--- src/fhp_pkg.sv ---
// ----------------------------------------------------------------------------
// Fragment header parser package
// Shared constants, codes, result types and the finish-text lookup.
// ----------------------------------------------------------------------------
package fhp_pkg;

  // Limits and widths.
  localparam int MAX_PAYLOAD = 1000;
  localparam int FRAG_W      = 16;
  localparam int SIZE_W      = 10;
  localparam int IDX_W       = 10;
  localparam int FPOS_W      = 3;
  localparam int FIN_W       = 4;
  localparam int FIN_LEN     = 10;
  localparam int FIFO_DEPTH  = 4;
  localparam int FIFO_AW     = 2;
  localparam int FIFO_CW     = 3;

  localparam logic [FRAG_W-1:0] FRAG_MAX  = '1;
  localparam logic [SIZE_W-1:0] SIZE_MAX  = SIZE_W'(MAX_PAYLOAD);
  localparam logic [FIN_W-1:0]  FIN_END   = FIN_W'(FIN_LEN);

  // Header field positions (count of colons seen).
  localparam logic [FPOS_W-1:0] FPOS_TOTAL   = 3'd0;
  localparam logic [FPOS_W-1:0] FPOS_NUMBER  = 3'd1;
  localparam logic [FPOS_W-1:0] FPOS_NAME    = 3'd3;
  localparam logic [FPOS_W-1:0] FPOS_PAYLOAD = 3'd4;

  // Characters of interest.
  localparam logic [7:0] CH_COLON = 8'h3A;
  localparam logic [7:0] CH_ZERO  = 8'h30;
  localparam logic [7:0] CH_NINE  = 8'h39;
  localparam logic [7:0] CH_UNDER = 8'h5F;
  localparam logic [7:0] CH_F     = 8'h46;
  localparam logic [7:0] CH_I     = 8'h49;
  localparam logic [7:0] CH_N     = 8'h4E;
  localparam logic [7:0] CH_S     = 8'h53;
  localparam logic [7:0] CH_H     = 8'h48;

  typedef enum logic {
    OP_BYTE    = 1'b0,
    OP_TIMEOUT = 1'b1
  } op_t;

  typedef enum logic [2:0] {
    KIND_PAYLOAD      = 3'd0,
    KIND_ACK_NEW      = 3'd1,
    KIND_ACK_REPEAT   = 3'd2,
    KIND_NO_CHANGE    = 3'd3,
    KIND_TIMEOUT_NACK = 3'd4,
    KIND_FINISH       = 3'd5,
    KIND_MALFORMED    = 3'd6
  } kind_t;

  // One result item.
  typedef struct packed {
    kind_t             kind;
    logic [7:0]        payload_byte;
    logic [IDX_W-1:0]  byte_index;
    logic [FRAG_W-1:0] slot_index;
    logic [FRAG_W-1:0] frag_number;
    logic [FRAG_W-1:0] total_frags;
    logic [SIZE_W-1:0] payload_size;
    logic              last;
  } res_t;

  // Push request from the parser to the result queue.
  typedef struct packed {
    logic first;
    logic second;
  } push_t;

  // Expected character of the finish text at a match position.
  function automatic logic [7:0] fin_char(input logic [FIN_W-1:0] pos);
    logic [7:0] c;
    case (pos)
      4'd0, 4'd1, 4'd8, 4'd9: c = CH_UNDER;
      4'd2:                   c = CH_F;
      4'd3, 4'd5:             c = CH_I;
      4'd4:                   c = CH_N;
      4'd6:                   c = CH_S;
      4'd7:                   c = CH_H;
      default:                c = 8'h00;
    endcase
    return c;
  endfunction

endpackage

--- src/fhp_if.sv ---
// ----------------------------------------------------------------------------
// Fragment header parser channels
// Valid/ready channels for the input bytes and for the result items.
// ----------------------------------------------------------------------------
interface fhp_in_if;
  logic       valid;
  logic       ready;
  logic       operation;
  logic [7:0] data_byte;
  logic       end_of_datagram;

  modport source (output valid, operation, data_byte, end_of_datagram, input ready);
  modport sink   (input valid, operation, data_byte, end_of_datagram, output ready);
endinterface

interface fhp_out_if;
  logic                      valid;
  logic                      ready;
  fhp_pkg::kind_t            kind;
  logic [7:0]                payload_byte;
  logic [fhp_pkg::IDX_W-1:0]  byte_index;
  logic [fhp_pkg::FRAG_W-1:0] slot_index;
  logic [fhp_pkg::FRAG_W-1:0] frag_number;
  logic [fhp_pkg::FRAG_W-1:0] total_frags;
  logic [fhp_pkg::SIZE_W-1:0] payload_size;
  logic                      last;

  modport source (output valid, kind, payload_byte, byte_index, slot_index, frag_number,
                  total_frags, payload_size, last, input ready);
  modport sink   (input valid, kind, payload_byte, byte_index, slot_index, frag_number,
                  total_frags, payload_size, last, output ready);
endinterface

--- src/fhp_parser.sv ---
// ----------------------------------------------------------------------------
// Fragment header parser core
// Per-byte header parse, payload tagging and end-of-datagram verdict.
// ----------------------------------------------------------------------------
module fhp_parser (
  input  logic           clk,
  input  logic           rst_n,
  input  logic           accept,
  input  logic           operation,
  input  logic [7:0]     data_byte,
  input  logic           end_of_datagram,
  output fhp_pkg::push_t push,
  output fhp_pkg::res_t  res0,
  output fhp_pkg::res_t  res1
);
  import fhp_pkg::*;

  logic [FRAG_W-1:0] expected_r, expected_nxt;
  logic [FPOS_W-1:0] fpos_r, fpos_nxt;
  logic [FRAG_W-1:0] total_r, total_nxt;
  logic [FRAG_W-1:0] number_r, number_nxt;
  logic [SIZE_W-1:0] size_r, size_nxt;
  logic              stopped_r, stopped_nxt;
  logic [IDX_W-1:0]  pcnt_r, pcnt_nxt;
  logic [FIN_W-1:0]  fin_pos_r, fin_pos_nxt;
  logic              fin_ok_r, fin_ok_nxt;

  res_t pay_res, ver_res;
  logic pay_v, ver_v;

  // Decimal accumulate with saturation for fragment values.
  function automatic logic [FRAG_W-1:0] add_frag(input logic [FRAG_W-1:0] acc,
                                                 input logic [3:0] d);
    logic [FRAG_W+3:0] v;
    v = (FRAG_W+4)'({acc, 3'b000}) + (FRAG_W+4)'({acc, 1'b0}) + (FRAG_W+4)'(d);
    return (v > (FRAG_W+4)'(FRAG_MAX)) ? FRAG_MAX : v[FRAG_W-1:0];
  endfunction

  // Decimal accumulate with clamp for the payload size.
  function automatic logic [SIZE_W-1:0] add_size(input logic [SIZE_W-1:0] acc,
                                                 input logic [3:0] d);
    logic [SIZE_W+3:0] v;
    v = (SIZE_W+4)'({acc, 3'b000}) + (SIZE_W+4)'({acc, 1'b0}) + (SIZE_W+4)'(d);
    return (v > (SIZE_W+4)'(SIZE_MAX)) ? SIZE_MAX : v[SIZE_W-1:0];
  endfunction

  // Next state and the results of the current beat.
  always_comb begin
    logic [3:0] digit;
    expected_nxt = expected_r;
    fpos_nxt     = fpos_r;
    total_nxt    = total_r;
    number_nxt   = number_r;
    size_nxt     = size_r;
    stopped_nxt  = stopped_r;
    pcnt_nxt     = pcnt_r;
    fin_pos_nxt  = fin_pos_r;
    fin_ok_nxt   = fin_ok_r;
    pay_v        = 1'b0;
    ver_v        = 1'b0;
    digit        = data_byte[3:0] - CH_ZERO[3:0];

    pay_res              = '0;
    pay_res.kind         = KIND_PAYLOAD;
    pay_res.payload_byte = data_byte;
    pay_res.byte_index   = pcnt_r;
    pay_res.slot_index   = expected_r;
    pay_res.frag_number  = number_r;
    pay_res.total_frags  = total_r;
    pay_res.payload_size = size_r;

    ver_res            = '0;
    ver_res.slot_index = expected_r;
    ver_res.last       = 1'b1;

    if (accept) begin
      if (op_t'(operation) == OP_TIMEOUT) begin
        // Timeout drops any partial datagram and nacks the next fragment.
        ver_v               = 1'b1;
        ver_res.kind        = KIND_TIMEOUT_NACK;
        ver_res.frag_number = expected_r + FRAG_W'(1);
        fpos_nxt    = '0;
        total_nxt   = '0;
        number_nxt  = '0;
        size_nxt    = '0;
        stopped_nxt = 1'b0;
        pcnt_nxt    = '0;
        fin_pos_nxt = '0;
        fin_ok_nxt  = 1'b1;
      end else begin
        // Finish text match.
        if (fin_ok_r) begin
          if (fin_pos_r < FIN_END && fin_char(fin_pos_r) == data_byte) begin
            fin_pos_nxt = fin_pos_r + FIN_W'(1);
          end else begin
            fin_ok_nxt = 1'b0;
          end
        end

        if (fpos_r < FPOS_PAYLOAD) begin
          // Header: colon advances the field, leading digits accumulate.
          if (data_byte == CH_COLON) begin
            fpos_nxt    = fpos_r + FPOS_W'(1);
            stopped_nxt = 1'b0;
          end else if (fpos_r < FPOS_NAME && !stopped_r) begin
            if (data_byte >= CH_ZERO && data_byte <= CH_NINE) begin
              if (fpos_r == FPOS_TOTAL) begin
                total_nxt = add_frag(total_r, digit);
              end else if (fpos_r == FPOS_NUMBER) begin
                number_nxt = add_frag(number_r, digit);
              end else begin
                size_nxt = add_size(size_r, digit);
              end
            end else begin
              stopped_nxt = 1'b1;
            end
          end
        end else begin
          // Payload: only the first size-1 bytes are passed on.
          if ({1'b0, pcnt_r} + (IDX_W+1)'(1) < (IDX_W+1)'(size_r)) begin
            pay_v = 1'b1;
          end
          if (pcnt_r < IDX_W'(MAX_PAYLOAD)) begin
            pcnt_nxt = pcnt_r + IDX_W'(1);
          end
        end

        if (end_of_datagram) begin
          // Verdict from the state after this byte.
          ver_v = 1'b1;
          if (fin_ok_nxt && fin_pos_nxt == FIN_END) begin
            ver_res.kind = KIND_FINISH;
          end else begin
            ver_res.frag_number  = number_nxt;
            ver_res.total_frags  = total_nxt;
            ver_res.payload_size = size_nxt;
            if (fpos_nxt < FPOS_PAYLOAD) begin
              ver_res.kind = KIND_MALFORMED;
            end else if ({1'b0, expected_r} + (FRAG_W+1)'(1) == {1'b0, number_nxt}) begin
              ver_res.kind = KIND_ACK_NEW;
              expected_nxt = expected_r + FRAG_W'(1);
            end else if (expected_r == number_nxt) begin
              ver_res.kind = KIND_ACK_REPEAT;
            end else begin
              ver_res.kind = KIND_NO_CHANGE;
            end
          end
          fpos_nxt    = '0;
          total_nxt   = '0;
          number_nxt  = '0;
          size_nxt    = '0;
          stopped_nxt = 1'b0;
          pcnt_nxt    = '0;
          fin_pos_nxt = '0;
          fin_ok_nxt  = 1'b1;
        end
      end
    end
    pay_res.last = ~ver_v;
  end

  // Order the results into the two push slots.
  always_comb begin
    push.first  = pay_v | ver_v;
    push.second = pay_v & ver_v;
    res0        = pay_v ? pay_res : ver_res;
    res1        = ver_res;
  end

  // Parser state.
  always_ff @(posedge clk) begin
    if (!rst_n) begin
      expected_r <= '0;
      fpos_r     <= '0;
      total_r    <= '0;
      number_r   <= '0;
      size_r     <= '0;
      stopped_r  <= 1'b0;
      pcnt_r     <= '0;
      fin_pos_r  <= '0;
      fin_ok_r   <= 1'b1;
    end else begin
      expected_r <= expected_nxt;
      fpos_r     <= fpos_nxt;
      total_r    <= total_nxt;
      number_r   <= number_nxt;
      size_r     <= size_nxt;
      stopped_r  <= stopped_nxt;
      pcnt_r     <= pcnt_nxt;
      fin_pos_r  <= fin_pos_nxt;
      fin_ok_r   <= fin_ok_nxt;
    end
  end

endmodule

--- src/fhp_result_fifo.sv ---
// ----------------------------------------------------------------------------
// Fragment header parser result queue
// Small register queue taking up to two results a cycle, giving one while pop_ready is high.
// ----------------------------------------------------------------------------
module fhp_result_fifo (
  input  logic                          clk,
  input  logic                          rst_n,
  input  fhp_pkg::push_t                push,
  input  fhp_pkg::res_t                 res0,
  input  fhp_pkg::res_t                 res1,
  input  logic                          pop_ready,
  output logic                          head_valid,
  output fhp_pkg::res_t                 head,
  output logic [fhp_pkg::FIFO_CW-1:0]   count
);
  import fhp_pkg::*;

  res_t               mem [FIFO_DEPTH];
  logic [FIFO_AW-1:0] wr_r, wr_nxt;
  logic [FIFO_AW-1:0] rd_r, rd_nxt;
  logic [FIFO_CW-1:0] cnt_r, cnt_nxt;
  logic               pop;

  assign head_valid = (cnt_r != '0);
  assign head       = mem[rd_r];
  assign count      = cnt_r;
  assign pop        = head_valid & pop_ready;

  // Pointer and occupancy update.
  always_comb begin
    wr_nxt  = wr_r + FIFO_AW'(push.first) + FIFO_AW'(push.second);
    rd_nxt  = rd_r + FIFO_AW'(pop);
    cnt_nxt = cnt_r + FIFO_CW'(push.first) + FIFO_CW'(push.second) - FIFO_CW'(pop);
  end

  always_ff @(posedge clk) begin
    if (!rst_n) begin
      wr_r  <= '0;
      rd_r  <= '0;
      cnt_r <= '0;
    end else begin
      wr_r  <= wr_nxt;
      rd_r  <= rd_nxt;
      cnt_r <= cnt_nxt;
    end
  end

  // Entry storage.
  always_ff @(posedge clk) begin
    if (push.first) begin
      mem[wr_r] <= res0;
    end
    if (push.second) begin
      mem[wr_r + FIFO_AW'(1)] <= res1;
    end
  end

endmodule

--- src/fragment_header_parse_and_ack_unit.sv ---
// ----------------------------------------------------------------------------
// Fragment header parse and ack unit
// Parses datagram headers byte by byte, tags payload bytes and acks.
// ----------------------------------------------------------------------------
// A result is queued as its beat is taken and offered once at the queue head.
// Throughput: one input beat per cycle while the queue has room; a beat yields
// one or two results, and a four-entry queue drains one per cycle while ready.
// Input is taken while the queue has room for two results.
// Reset (synchronous, rst_n low): expected index and header state clear,
// the queue empties; no clearing pass is needed.
module fragment_header_parse_and_ack_unit (
  input logic   clk,
  input logic   rst_n,
  fhp_in_if.sink    in_beat,
  fhp_out_if.source out_beat
);
  import fhp_pkg::*;

  push_t              push;
  res_t               res0, res1, head;
  logic               head_valid;
  logic [FIFO_CW-1:0] count;
  logic               accept;

  // Take a beat only when both of its possible results fit.
  assign in_beat.ready = (count <= FIFO_CW'(FIFO_DEPTH - 2));
  assign accept        = in_beat.valid & in_beat.ready;

  fhp_parser u_parser (
    .clk             (clk),
    .rst_n           (rst_n),
    .accept          (accept),
    .operation       (in_beat.operation),
    .data_byte       (in_beat.data_byte),
    .end_of_datagram (in_beat.end_of_datagram),
    .push            (push),
    .res0            (res0),
    .res1            (res1)
  );

  fhp_result_fifo u_fifo (
    .clk        (clk),
    .rst_n      (rst_n),
    .push       (push),
    .res0       (res0),
    .res1       (res1),
    .pop_ready  (out_beat.ready),
    .head_valid (head_valid),
    .head       (head),
    .count      (count)
  );

  // Result channel.
  assign out_beat.valid        = head_valid;
  assign out_beat.kind         = head.kind;
  assign out_beat.payload_byte = head.payload_byte;
  assign out_beat.byte_index   = head.byte_index;
  assign out_beat.slot_index   = head.slot_index;
  assign out_beat.frag_number  = head.frag_number;
  assign out_beat.total_frags  = head.total_frags;
  assign out_beat.payload_size = head.payload_size;
  assign out_beat.last         = head.last;

  // The queue never holds more than its depth.
  a_count_bound: assert property (@(posedge clk) disable iff (!rst_n)
    count <= FIFO_CW'(FIFO_DEPTH))
    else $error("result queue overflow");

  // A second result is only pushed along with a first.
  a_push_order: assert property (@(posedge clk) disable iff (!rst_n)
    push.second |-> push.first)
    else $error("second push without first");

  // Results are only produced for accepted beats.
  a_push_needs_accept: assert property (@(posedge clk) disable iff (!rst_n)
    push.first |-> accept)
    else $error("result pushed without an accepted beat");

  // A timeout beat gives exactly one result.
  a_timeout_single: assert property (@(posedge clk) disable iff (!rst_n)
    (accept && op_t'(in_beat.operation) == OP_TIMEOUT) |-> (push.first && !push.second))
    else $error("timeout beat gave wrong result count");

endmodule
--- src/flat_wrapper.sv ---
// flat-port wrapper written by rule: the top's interface ports become plain ports
module fragment_header_parse_and_ack_unit_flat import fhp_pkg::*;
  (clk, rst_n, in_beat_valid, in_beat_operation, in_beat_data_byte, in_beat_end_of_datagram, in_beat_ready, out_beat_valid, out_beat_kind, out_beat_payload_byte, out_beat_byte_index, out_beat_slot_index, out_beat_frag_number, out_beat_total_frags, out_beat_payload_size, out_beat_last, out_beat_ready);
  fhp_in_if in_beat_i ();
  fhp_out_if out_beat_i ();
  input logic clk;
  input logic rst_n;
  input wire logic [$bits(in_beat_i.valid)-1:0] in_beat_valid;
  input wire logic [$bits(in_beat_i.operation)-1:0] in_beat_operation;
  input wire logic [$bits(in_beat_i.data_byte)-1:0] in_beat_data_byte;
  input wire logic [$bits(in_beat_i.end_of_datagram)-1:0] in_beat_end_of_datagram;
  output wire logic [$bits(in_beat_i.ready)-1:0] in_beat_ready;
  output wire logic [$bits(out_beat_i.valid)-1:0] out_beat_valid;
  output wire logic [$bits(out_beat_i.kind)-1:0] out_beat_kind;
  output wire logic [$bits(out_beat_i.payload_byte)-1:0] out_beat_payload_byte;
  output wire logic [$bits(out_beat_i.byte_index)-1:0] out_beat_byte_index;
  output wire logic [$bits(out_beat_i.slot_index)-1:0] out_beat_slot_index;
  output wire logic [$bits(out_beat_i.frag_number)-1:0] out_beat_frag_number;
  output wire logic [$bits(out_beat_i.total_frags)-1:0] out_beat_total_frags;
  output wire logic [$bits(out_beat_i.payload_size)-1:0] out_beat_payload_size;
  output wire logic [$bits(out_beat_i.last)-1:0] out_beat_last;
  input wire logic [$bits(out_beat_i.ready)-1:0] out_beat_ready;
  assign in_beat_i.valid = in_beat_valid;
  assign in_beat_i.operation = in_beat_operation;
  assign in_beat_i.data_byte = in_beat_data_byte;
  assign in_beat_i.end_of_datagram = in_beat_end_of_datagram;
  assign in_beat_ready = in_beat_i.ready;
  assign out_beat_valid = out_beat_i.valid;
  assign out_beat_kind = out_beat_i.kind;
  assign out_beat_payload_byte = out_beat_i.payload_byte;
  assign out_beat_byte_index = out_beat_i.byte_index;
  assign out_beat_slot_index = out_beat_i.slot_index;
  assign out_beat_frag_number = out_beat_i.frag_number;
  assign out_beat_total_frags = out_beat_i.total_frags;
  assign out_beat_payload_size = out_beat_i.payload_size;
  assign out_beat_last = out_beat_i.last;
  assign out_beat_i.ready = out_beat_ready;
  fragment_header_parse_and_ack_unit u_core (.clk(clk), .rst_n(rst_n), .in_beat(in_beat_i), .out_beat(out_beat_i));
endmodule
--- config.mk ---
export PLATFORM = sky130hd
export DESIGN_NAME = fragment_header_parse_and_ack_unit_flat
export DESIGN_NICKNAME = d
export VERILOG_FILES = /design/src/fhp_pkg.sv /design/src/fhp_if.sv /design/src/fhp_parser.sv /design/src/fhp_result_fifo.sv /design/src/fragment_header_parse_and_ack_unit.sv /design/src/flat_wrapper.sv
export SDC_FILE = /design/constraint.sdc
export NUM_CORES = 1
export LEC_CHECK = 0
export BUFFER_PORTS_ARGS = -buffer_cell sky130_fd_sc_hd__buf_4
export CORE_UTILIZATION = 55
export DETAILED_ROUTE_END_ITERATION = 8
export PLACE_DENSITY = 0.72
export SLEW_MARGIN = 20
export SYNTH_ARGS = -nofsm -noshare
export SYNTH_HDL_FRONTEND = slang
export SYNTH_SLANG_ARGS = --single-unit
--- constraint.sdc ---
create_clock -name clk -period 7.55 [get_ports clk]
set_input_delay 1.1325 -clock clk [delete_from_list [all_inputs] [get_ports clk]]
set_output_delay 1.1325 -clock clk [all_outputs]
set_load 0.01 [all_outputs]
### After elaboration in Yosys (flattened, before gate mapping)

Memories as Yosys holds them, arrays and structs flattened. A register that Yosys moved wholly into a read port is not among the register bits.
Index checks and enable logic that the tools add are counted.

* $add $sub $neg: 19
* order comparisons: 12
* eq/ne operators: 8
* multiplexer cells: 86
* bitwise gates (word level): 8
* reductions and logical operators: 13

Operator list (count)
* $mux 16: 20
* $mux 10: 13
* $mux 42: 3
* $mux 80: 1
* $add 19x17->20: 2
* $add 20x4->20: 2
* $gt 20x16->1 const B: 2
* $mux 3: 12
* $mux 4: 8
* $mux 26: 1
* $mux 1: 24
* $mux 8: 3
* $add 16x1->17 const B: 1
* $eq 17x16->1: 1
* $add 16x1->16 const B: 1
* $eq 16x16->1: 1
* $add 13x11->14: 1
* $add 14x4->14: 1
* $gt 14x10->1 const B: 1
* $add 10x1->11 const B: 1
* $lt 11x10->1: 1
* $add 10x1->10 const B: 1
* $lt 10x10->1 const B: 1
* $reduce_bool 3->1: 3
* other kinds (29): 41

* register bits after elaboration: 84
* bits in writable memories: 320
* ROM bits: 96
* input port bits: 14
* output and inout bits: 82
* logic and storage cells: 160
* memories: 2

Memories
* u_core.u_fifo.mem: words 4, bits a word 80, read ports 1, clocked after Yosys merged registers in 1, write ports 2, RTL line fhp_result_fifo.sv:18 `res_t mem [FIFO_DEPTH];`
* (name not given): words 16, bits a word 6, read ports 1, clocked after Yosys merged registers in 1, write ports 0, RTL line fhp_pkg.sv:76 `case (pos)`

### Depth between registers and ports, before layout

Gate-level depths: netlist of the first run.

* word-level depth: 21
* gate-level depth with buffers: 19

### By module

A second synthesis of the first run with hierarchy kept.

* cells, all modules: 2156
* area total of the unflattened synthesis: 26359.0 µm²

By module, submodules not included
* fhp_result_fifo: instances 1, cells each 813, area each 16554.6 µm², sequential area each 9749.4 µm²
* fhp_parser: instances 1, cells each 1341, area each 9789.4 µm², sequential area each 1661.6 µm²
* fragment_header_parse_and_ack_unit: instances 1, cells each 2, area each 15.0 µm², sequential area each 0.0 µm²

### Worst setup path after synthesis of the first run

Ideal clock, no wire load.

* kind: flip-flop to flip-flop
* start: register u_core.u_parser.pcnt_r[2]
* end: memory u_core.u_fifo.mem[3][10] (netlist bit), enable pin
* setup time: 0.446 ns
* arrival time: 4.790 ns
* required time: 7.104 ns
* setup slack: 2.313 ns
* stages on the path, launching flop included: 17
* buffers on the path: 3
* cells stage by stage: dfxtp_1 clkbuf_1 and3_1 nand3_1 nor3_1 xor2_1 ha_1 a211oi_1 nand3_1 nor3_1 a21oi_1 buf_2 nand2_1 nand3_1 and2_1 inv_1 clkbuf_1

RTL lines
* from (decl): RTL line fhp_parser.sv:24 `logic [IDX_W-1:0] pcnt_r, pcnt_nxt;`
* from (signal assigned): RTL line fhp_parser.sv:189 `pcnt_r <= pcnt_nxt;`
* to (decl): RTL line fhp_result_fifo.sv:18

==> run summary, run 1 <==
Status -> finished clean
Tcrit/Tclk final -> 79.8%
Psw -> 1.74 mW
GP Congestion -> 0.999
Synth Instances -> 2158
Vias after detailed routing -> 18300
Ant diodes -> 0
Drt initial violations -> 1738
Synth-to-layout area growth -> 11.2%
CTS tree -> yes
Number of global-route vias before repair -> 18000
Via density -> 6.69
Core Rows -> 74
Yosys warns -> 0
Max Fanout on Critical Path -> 46
Crit end category -> register
RSZ-0062 raised after global routing -> no
Mapped Area -> 23200 um2
Chip width -> 207 um
Chip Height -> 207 um
Largest net degree at the start of global routing -> 58
Combinational fraction of design power -> 19.6%
Pint -> 4.40 mW
Average wire per standard cell -> 24.7 um
Switching share of total power -> 28.3%
Worst min path class -> reg2reg
Seq/Total Area, Yosys -> 46.0%
Hold_buf cts -> 0
Root Buffer Master -> clkbuf_16
First-pass GRT wire length -> 105000 um
Reg-to-Reg Start -> u_core.u_parser.pcnt_r[0]$_SDFFE_PN0P_
IO buf count -> 95
Cts bufs inserted -> 44
Core area -> 41200 um2
Final min period -> 6.03 ns
PwrDens -> 238 nW/um2
Initial antenna violation count -> 0
Setup TNS Final -> 0 ns
Main synth FF type -> edfxtp_1
Tightest Pin Transition -> 1.11 ns
PostCTS Resize Cnt -> 0
Slew Limit Fails -> 0
Final WL -> 67400 um
Max cap viols -> 0
Slew HR -> 25.9%
Fmax -> 166 MHz
CP startpoint kind -> register
Reg clk slew, reported paths -> 0.07 ns
Fraction of layout cells with a size suffix above 1 -> 16.8%
Reg power frac -> 42.8%
Most common cell after layout, fill and taps aside -> edfxtp_1
CTS sink cnt -> 410
Die Footprint -> 42900 um2
Register bit total from synthesis -> 410
Clock power share -> 37.5%
GRT overflow -> 0
Total Nets Final -> 2289
Ys async rst share -> 0%
Netlist cell types -> 100
Critical Path AT -> 6.23 ns
Fin. Hold Viols -> 0
I/O pin cnt -> 96
Residual DRC -> 0
Fill count -> 3282
Clk_lat worst skew -> 0.61 ns
Avg Cell Area, Syn -> 10.7 um2
Clock tree buffer depth -> 3
Most frequent cells in the layout -> edfxtp_1, nand2_1, o21ai_0
CP Launch Point -> u_core.u_parser.pcnt_r[0]$_SDFFE_PN0P_
Gr usage total -> 31.5%
Initial core utilization -> 56.2%
Routed Antenna Nets -> 0
Final hold slack -> 0.476 ns
Hold path startpoint -> u_core.u_fifo.mem[0][0]$_SDFFE_PP1P_
First drt pass iteration count -> 8
Final setup violation count -> 0
VDD IR max -> 0.213 mV
Total setup buffers inserted after CTS -> 0
Detail Placement HPWL -> 43900 um
CTS HTree Levels -> 2
Critical Path RT -> 7.76 ns
Skew final -> 0.0336 ns
Critical path class -> reg2reg
Leakage power of the design -> 9.20 nW
Post-synth EDFFs -> 244
Mapped Nets -> 2283
## final timing paths
path                                           to  slack, ns  cells past startpoint
max reg2reg    u_core.u_fifo.mem[3][17]$_DFFE_PP_       1.52                     15
max            u_core.u_fifo.mem[3][17]$_DFFE_PP_       1.52                     15
min reg2reg  u_core.u_fifo.mem[0][0]$_SDFFE_PP1P_       0.48                      2
min          u_core.u_fifo.mem[0][0]$_SDFFE_PP1P_       0.48                      2
## flip-flops by register name (all words and copies together) (netlist names), 4 cells and up, named ones only
signal                      count
u_core.u_parser.size_r         10
u_core.u_parser.expected_r     16
u_core.u_parser.pcnt_r         10
u_core.u_parser.total_r        16
u_core.u_parser.fin_pos_r       4
u_core.u_fifo.mem             320
u_core.u_parser.number_r       16
## routing by layer
layer / share of wire (%) / wire (um) / GRT usage [%] / vias to the layer above
met4: 2.9 / 1930 / 10.9 / 0
met2: 46 / 31100 / 50.1 / 874
met5: 0 / 0 / 0 / -
met3: 9.0 / 6040 / 6.29 / 141
li1: - / - / - / 8197
met1: 42 / 28300 / 43.0 / 9055
## power groups by stage
stage          logic, mW  registers (mW)  clock network (mW)
2_1_floorplan      0.759            2.59                   0
3_3_place_gp        1.21            2.67                   0
3_5_place_dp        1.21            2.68                   0
4_1_cts             1.21            2.63                2.32
5_1_grt             1.28            2.65                2.41
6_report            1.21            2.63                2.30
## through the flow
step / std cells / utilization (%) / cell area [um2] / total power [mW] / setup slack [ns]
5_1_grt: 2732 / 62.5 / 25700 / 6.34 / 1.17
3_3_place_gp: 2649 / 58.7 / 24200 / 3.88 / 1.63
4_1_cts: 2732 / 62.5 / 25700 / 6.17 / 1.59
6_report: 2732 / 62.5 / 25700 / 6.14 / 1.52
3_5_place_dp: 2650 / 58.7 / 24200 / 3.89 / 1.64
2_1_floorplan: 2158 / - / 23200 / 3.35 / 2.31
## kinds of logic after synthesis
kind of cell             Yosys count  synth area share, %
flip-flops                       410                 46.0
XOR/XNOR                          63                 2.50
buffers and inverters            231                 3.97
AND/OR/NAND/NOR                  614                 13.4
AO/OA/AOI/OAI                    634                 19.4
multiplexers                      95                 8.47
adder cells (fa/ha/maj)          111                 6.29
## Yosys cell counts (8+ instances only)
cell type / number / area [um2]
o221a_2: 15 / 169
ha_1: 102 / 1280
a22o_1: 123 / 1080
xor2_1: 27 / 236
nand2_1: 183 / 687
a211o_1: 15 / 131
nor2_1: 136 / 510
o211ai_1: 17 / 128
o21a_1: 10 / 75.1
or3_1: 21 / 131
o22a_1: 8 / 70.1
nand4_1: 15 / 93.8
fa_1: 9 / 180
nor3_1: 30 / 150
nand3_1: 41 / 205
o22ai_1: 19 / 119
mux2i_1: 11 / 110
clkbuf_1: 125 / 469
o21ai_0: 179 / 896
buf_1: 18 / 67.6
a22oi_1: 14 / 105
or2_2: 17 / 106
a21o_1: 22 / 165
mux4_2: 80 / 1800
and2_1: 56 / 350
nor4_1: 8 / 50.1
dfxtp_1: 166 / 3320
and3_1: 18 / 113
edfxtp_1: 244 / 7330
xnor2_1: 34 / 298
o221ai_1: 10 / 87.6
inv_1: 66 / 248
buf_2: 14 / 70.1
nor2b_1: 37 / 231
o2bb2ai_1: 9 / 78.8
a21oi_1: 98 / 490
## area by class of cell
class	instances	area (um2)	area share, %
clock inverters	23	280	1.09
flip-flops and latches	410	10700	41.4
well taps	532	666	2.59
clock buffers	59	1270	4.94
inverters	66	248	0.962
multi-input cells	1517	11700	45.3
repair buffers	125	958	3.72
## worst max-delay path, cell delays in order, from the launching register on
cell and delay, ns:
dfxtp_1 0.49, and3_1 0.30, nand3_1 0.21, nor3_1 0.27, xor2_1 0.26, ha_1 0.29
a211oi_1 0.22, nand3_1 0.13, nor3_1 0.33, a21oi_4 0.23, nand2_1 0.29, nand3_1 0.70
and2_1 0.45, buf_4 0.24, inv_2 0.47, buf_4 0.72
Power figures use the tool's default switching activity.
==> run 2, diff against run 1 <==
--- a/config.mk
+++ b/config.mk
@@ -8,7 +8,7 @@
 export BUFFER_PORTS_ARGS = -buffer_cell sky130_fd_sc_hd__buf_4
 export CORE_UTILIZATION = 55
 export DETAILED_ROUTE_END_ITERATION = 8
-export PLACE_DENSITY = 0.72
+export PLACE_DENSITY = 0.75
 export SLEW_MARGIN = 20
 export SYNTH_ARGS = -nofsm -noshare
 export SYNTH_HDL_FRONTEND = slang
==> constraint.sdc (replaced) <==
create_clock -name clk -period 4.9 [get_ports clk]
set_input_delay 0.735 -clock clk [delete_from_list [all_inputs] [get_ports clk]]
set_output_delay 0.735 -clock clk [all_outputs]
set_load 0.01 [all_outputs]
==> run 2 against run 1 <==
Power rose by 49%. Clock power rose by 40%. Largest cell class unchanged. Clock skew fell by 0.011 ns.
==> run summary, run 2 (synthesis gave the netlist of run 1 again) <==
Total Nets Final -> 2378 (was 2289)
Slew Limit Fails -> 0 (unchanged)
Final WL -> 66500 um (was 67400 um)
Worst R2R End -> u_core.u_parser.expected_r[7]$_SDFFE_PN0P_ (was u_core.u_fifo.mem[3][17]$_DFFE_PP_)
I/O pin cnt -> 96 (unchanged)
Hold_buf cts -> 0 (unchanged)
Critical Path RT -> 5.37 ns (was 7.76 ns)
Root Buffer Master -> clkbuf_16 (unchanged)
Final min period -> 4.66 ns
Most frequent cells in the layout -> edfxtp_1, buf_4, nand2_1 (was edfxtp_1, nand2_1, o21ai_0)
Initial antenna violation count -> 0 (unchanged)
IO buf count -> 95 (unchanged)
Max cap viols -> 0 (unchanged)
Worst min path class -> in2reg (was reg2reg)
Final instance area -> 26300 um2 (was 25700 um2)
Total Power -> 9.16 mW (was 6.14 mW)
Psw -> 2.54 mW (was 1.74 mW)
Cts bufs inserted -> 43 (was 44)
Vias after detailed routing -> 18400 (was 18300)
Fin. Hold Viols -> 0 (unchanged)
Worst path max stage delay -> 0.55 ns (was 0.72 ns)
First-pass GRT wire length -> 104000 um (was 105000 um)
Worst Reg-to-Reg Cells -> 17 (was 15)
Residual DRC -> 0 (unchanged)
Number of global-route vias before repair -> 18300 (was 18000)
Initial core utilization -> 56.2% (unchanged)
Worst hold path cell count -> 2 (unchanged)
Final WS setup -> 0.238 ns (was 1.52 ns)
Layout Utilization -> 63.9% (was 62.5%)
GP Congestion -> 0.987 (was 0.999)
Fmax -> 215 MHz
Pre-CTS setup slack -> -0.284 ns (was 1.64 ns)
Slew HR -> 40.8% (was 25.9%)
PwrDens -> 348 nW/um2 (was 238 nW/um2)
Switching share of total power -> 27.7% (was 28.3%)
Crit-path leading delay family -> compound AO/OA/AOI/OAI gates (was simple AND/OR/NAND/NOR gates)
CTS sink cnt -> 410 (unchanged)
Chip Height -> 207 um (unchanged)
CTS tree -> yes (unchanged)
Critical path class -> in2reg (was reg2reg)
Average wire per standard cell -> 23.6 um (was 24.7 um)
Largest net degree at the start of global routing -> 48 (was 58)
Ant diodes -> 0 (unchanged)
VDD IR max -> 0.293 mV (was 0.213 mV)
GRT overflow -> 0 (unchanged)
Placed cell areas -> 24900 um2 (was 24200 um2)
Reg-to-Reg Start -> u_core.u_parser.number_r[0]$_SDFFE_PN0P_ (was u_core.u_parser.pcnt_r[0]$_SDFFE_PN0P_)
Pint -> 6.62 mW (was 4.40 mW)
Tcrit/Tclk final -> 95.1%
Most flops, register -> u_core.u_fifo.mem (unchanged)
Leakage power of the design -> 9.56 nW (was 9.20 nW)
Combinational fraction of design power -> 20.8% (was 19.6%)
Via density -> 6.53 (was 6.69)
CTS HTree Levels -> 2 (unchanged)
Clock tree buffer depth -> 3 (unchanged)
Final setup violation count -> 0 (unchanged)
Most common cell after layout, fill and taps aside -> edfxtp_1 (unchanged)
First drt pass iteration count -> 8 (unchanged)
Reg power frac -> 44.2% (was 42.8%)
CP Buf/Inv Count -> 6 (was 3)
RSZ-0062 raised after global routing -> no (unchanged)
Hold path startpoint -> in_beat_data_byte[7] (was u_core.u_fifo.mem[0][0]$_SDFFE_PP1P_)
Status -> finished clean (unchanged)
Detail Placement HPWL -> 45100 um (was 43900 um)
Core area -> 41200 um2 (unchanged)
Gr usage total -> 31.2% (was 31.5%)
Largest register FFs -> 320 (unchanged)
Tightest Pin Transition -> 0.886 ns (was 1.11 ns)
Synth-to-layout area growth -> 13.7% (was 11.2%)
Slowest cell on the critical path -> fa_1 (was buf_4)
Hold path endpoint -> u_core.u_fifo.mem[0][76]$_SDFFE_PP0P_ (was u_core.u_fifo.mem[0][0]$_SDFFE_PP1P_)
Critical Path AT -> 5.13 ns (was 6.23 ns)
Skew final -> 0.0224 ns (was 0.0336 ns)
Drt initial violations -> 1725 (was 1738)
Die Footprint -> 42900 um2 (unchanged)
R2R Setup Slk -> 0.24 ns (was 1.52 ns)
Fraction of layout cells with a size suffix above 1 -> 19.5% (was 16.8%)
Crit-path cells -> buf_4 -> inv_1 -> fa_1 -> inv_1 -> fa_1 -> a21o_1 -> a311o_1 -> a221oi_4 -> buf_4 -> mux2_4 -> nand2_2 -> buf_4 -> or3_1 -> a21oi_2 -> o2111ai_1 -> buf_12 -> or4_1 -> a21oi_1 (was and3_1 -> nand3_1 -> nor3_1 -> xor2_1 -> ha_1 -> a211oi_1 -> nand3_1 -> nor3_1 -> a21oi_4 -> nand2_1 -> nand3_1 -> and2_1 -> buf_4 -> inv_2 -> buf_4)
CP startpoint kind -> input pin (was register)
Max Fanout on Critical Path -> 27 (was 46)
Chip width -> 207 um (unchanged)
Clk_lat worst skew -> 0.57 ns (was 0.61 ns)
Reg clk slew, reported paths -> 0.06 ns (was 0.07 ns)
Crit end category -> register (unchanged)
Top cell by count, worst path -> buf_4 (was nand3_1)
Clock power share -> 35.0% (was 37.5%)
Core Rows -> 74 (unchanged)
Routed Antenna Nets -> 0 (unchanged)
[run 2: changes by cell type in the layout (fill, tap and decap cells not counted), sizes merged]
cell	before	now
buf	125	215
bufinv	4	2
inv	70	67
clkinv	13	6
clkinvlp	2	0
clkbuf	59	70
[run 2: cell type report]
type / count / area (um2)
tap: 532 / 666
clock inverter: 9 / 96.3
inverter: 66 / 248
clock buffer: 70 / 1270
sequential: 410 / 10700
timing repair buffer: 215 / 1710
multi-input combinational: 1517 / 11700
fill: 3169 / 14900
[run 2: through the flow]
step | instances | hold slack (ns) | setup TNS, ns
finish | 2819 | 0.448 | 0
global route | 2819 | 0.451 | 0
CTS | 2819 | 0.423 | 0
detailed placement | 2740 | 0.458 | -5.62
global placement | 2740 | 0.453 | -4.29
floorplan | 2158 | 0.435 | 0
[run 2: worst max path at each step]
stage                                             startpoint                                          end  slack, ns  cells past startpoint
floorplan                               in_beat_data_byte[3]  u_core.u_parser.expected_r[14]$_SDFFE_PN0P_       0.15                     17
global placement                        in_beat_data_byte[3]   u_core.u_parser.expected_r[6]$_SDFFE_PN0P_      -0.29                     18
detailed placement                      in_beat_data_byte[3]   u_core.u_parser.expected_r[6]$_SDFFE_PN0P_      -0.28                     18
CTS                 u_core.u_parser.number_r[0]$_SDFFE_PN0P_   u_core.u_parser.expected_r[7]$_SDFFE_PN0P_       0.19                     18
global route        u_core.u_parser.number_r[0]$_SDFFE_PN0P_   u_core.u_parser.expected_r[7]$_SDFFE_PN0P_       0.03                     17
finish                                  in_beat_data_byte[3]   u_core.u_parser.expected_r[7]$_SDFFE_PN0P_       0.24                     18
[run 2: timing repair]
| item | 4_1_cts | 5_1_grt |
|---|---|---|
| setup endpoints to repair | 0 | 8 |
| gates resized for setup | 0 | 4 |
| buffers inserted | 0 | 0 |
[run 2: layer usage]
layer / track usage [%] / routed length [um] / up-vias
met3: 4.55 / 5690 / 129
met2: 50.6 / 31300 / 882
met1: 42.4 / 27400 / 9037
li1: - / - / 8353
met4: 11.8 / 2050 / 0
met5: 0 / 0 / -
[run 2: worst register-to-register path, stage by stage (launching register included)]
cell       delay (ns)
dfxtp_1          0.32
inv_1            0.07
fa_1             0.50
inv_1            0.07
fa_1             0.43
a21o_1           0.25
a311o_1          0.42
a221oi_4         0.28
buf_4            0.16
mux2_4           0.16
nand2_2          0.08
buf_4            0.20
or3_1            0.41
a21oi_2          0.18
o2111ai_1        0.19
buf_12           0.22
or4_1            0.43
a21oi_1          0.18
[run 2: power by group through the flow]
stage               Sequential [mW]  Clock (mW)  Combinational [mW]
finish                         4.05        3.21                1.91
global route                   4.08        3.38                2.01
CTS                            4.05        3.25                1.92
detailed placement             4.12           0                1.91
global placement               4.11           0                1.90
floorplan                      3.98           0                1.17
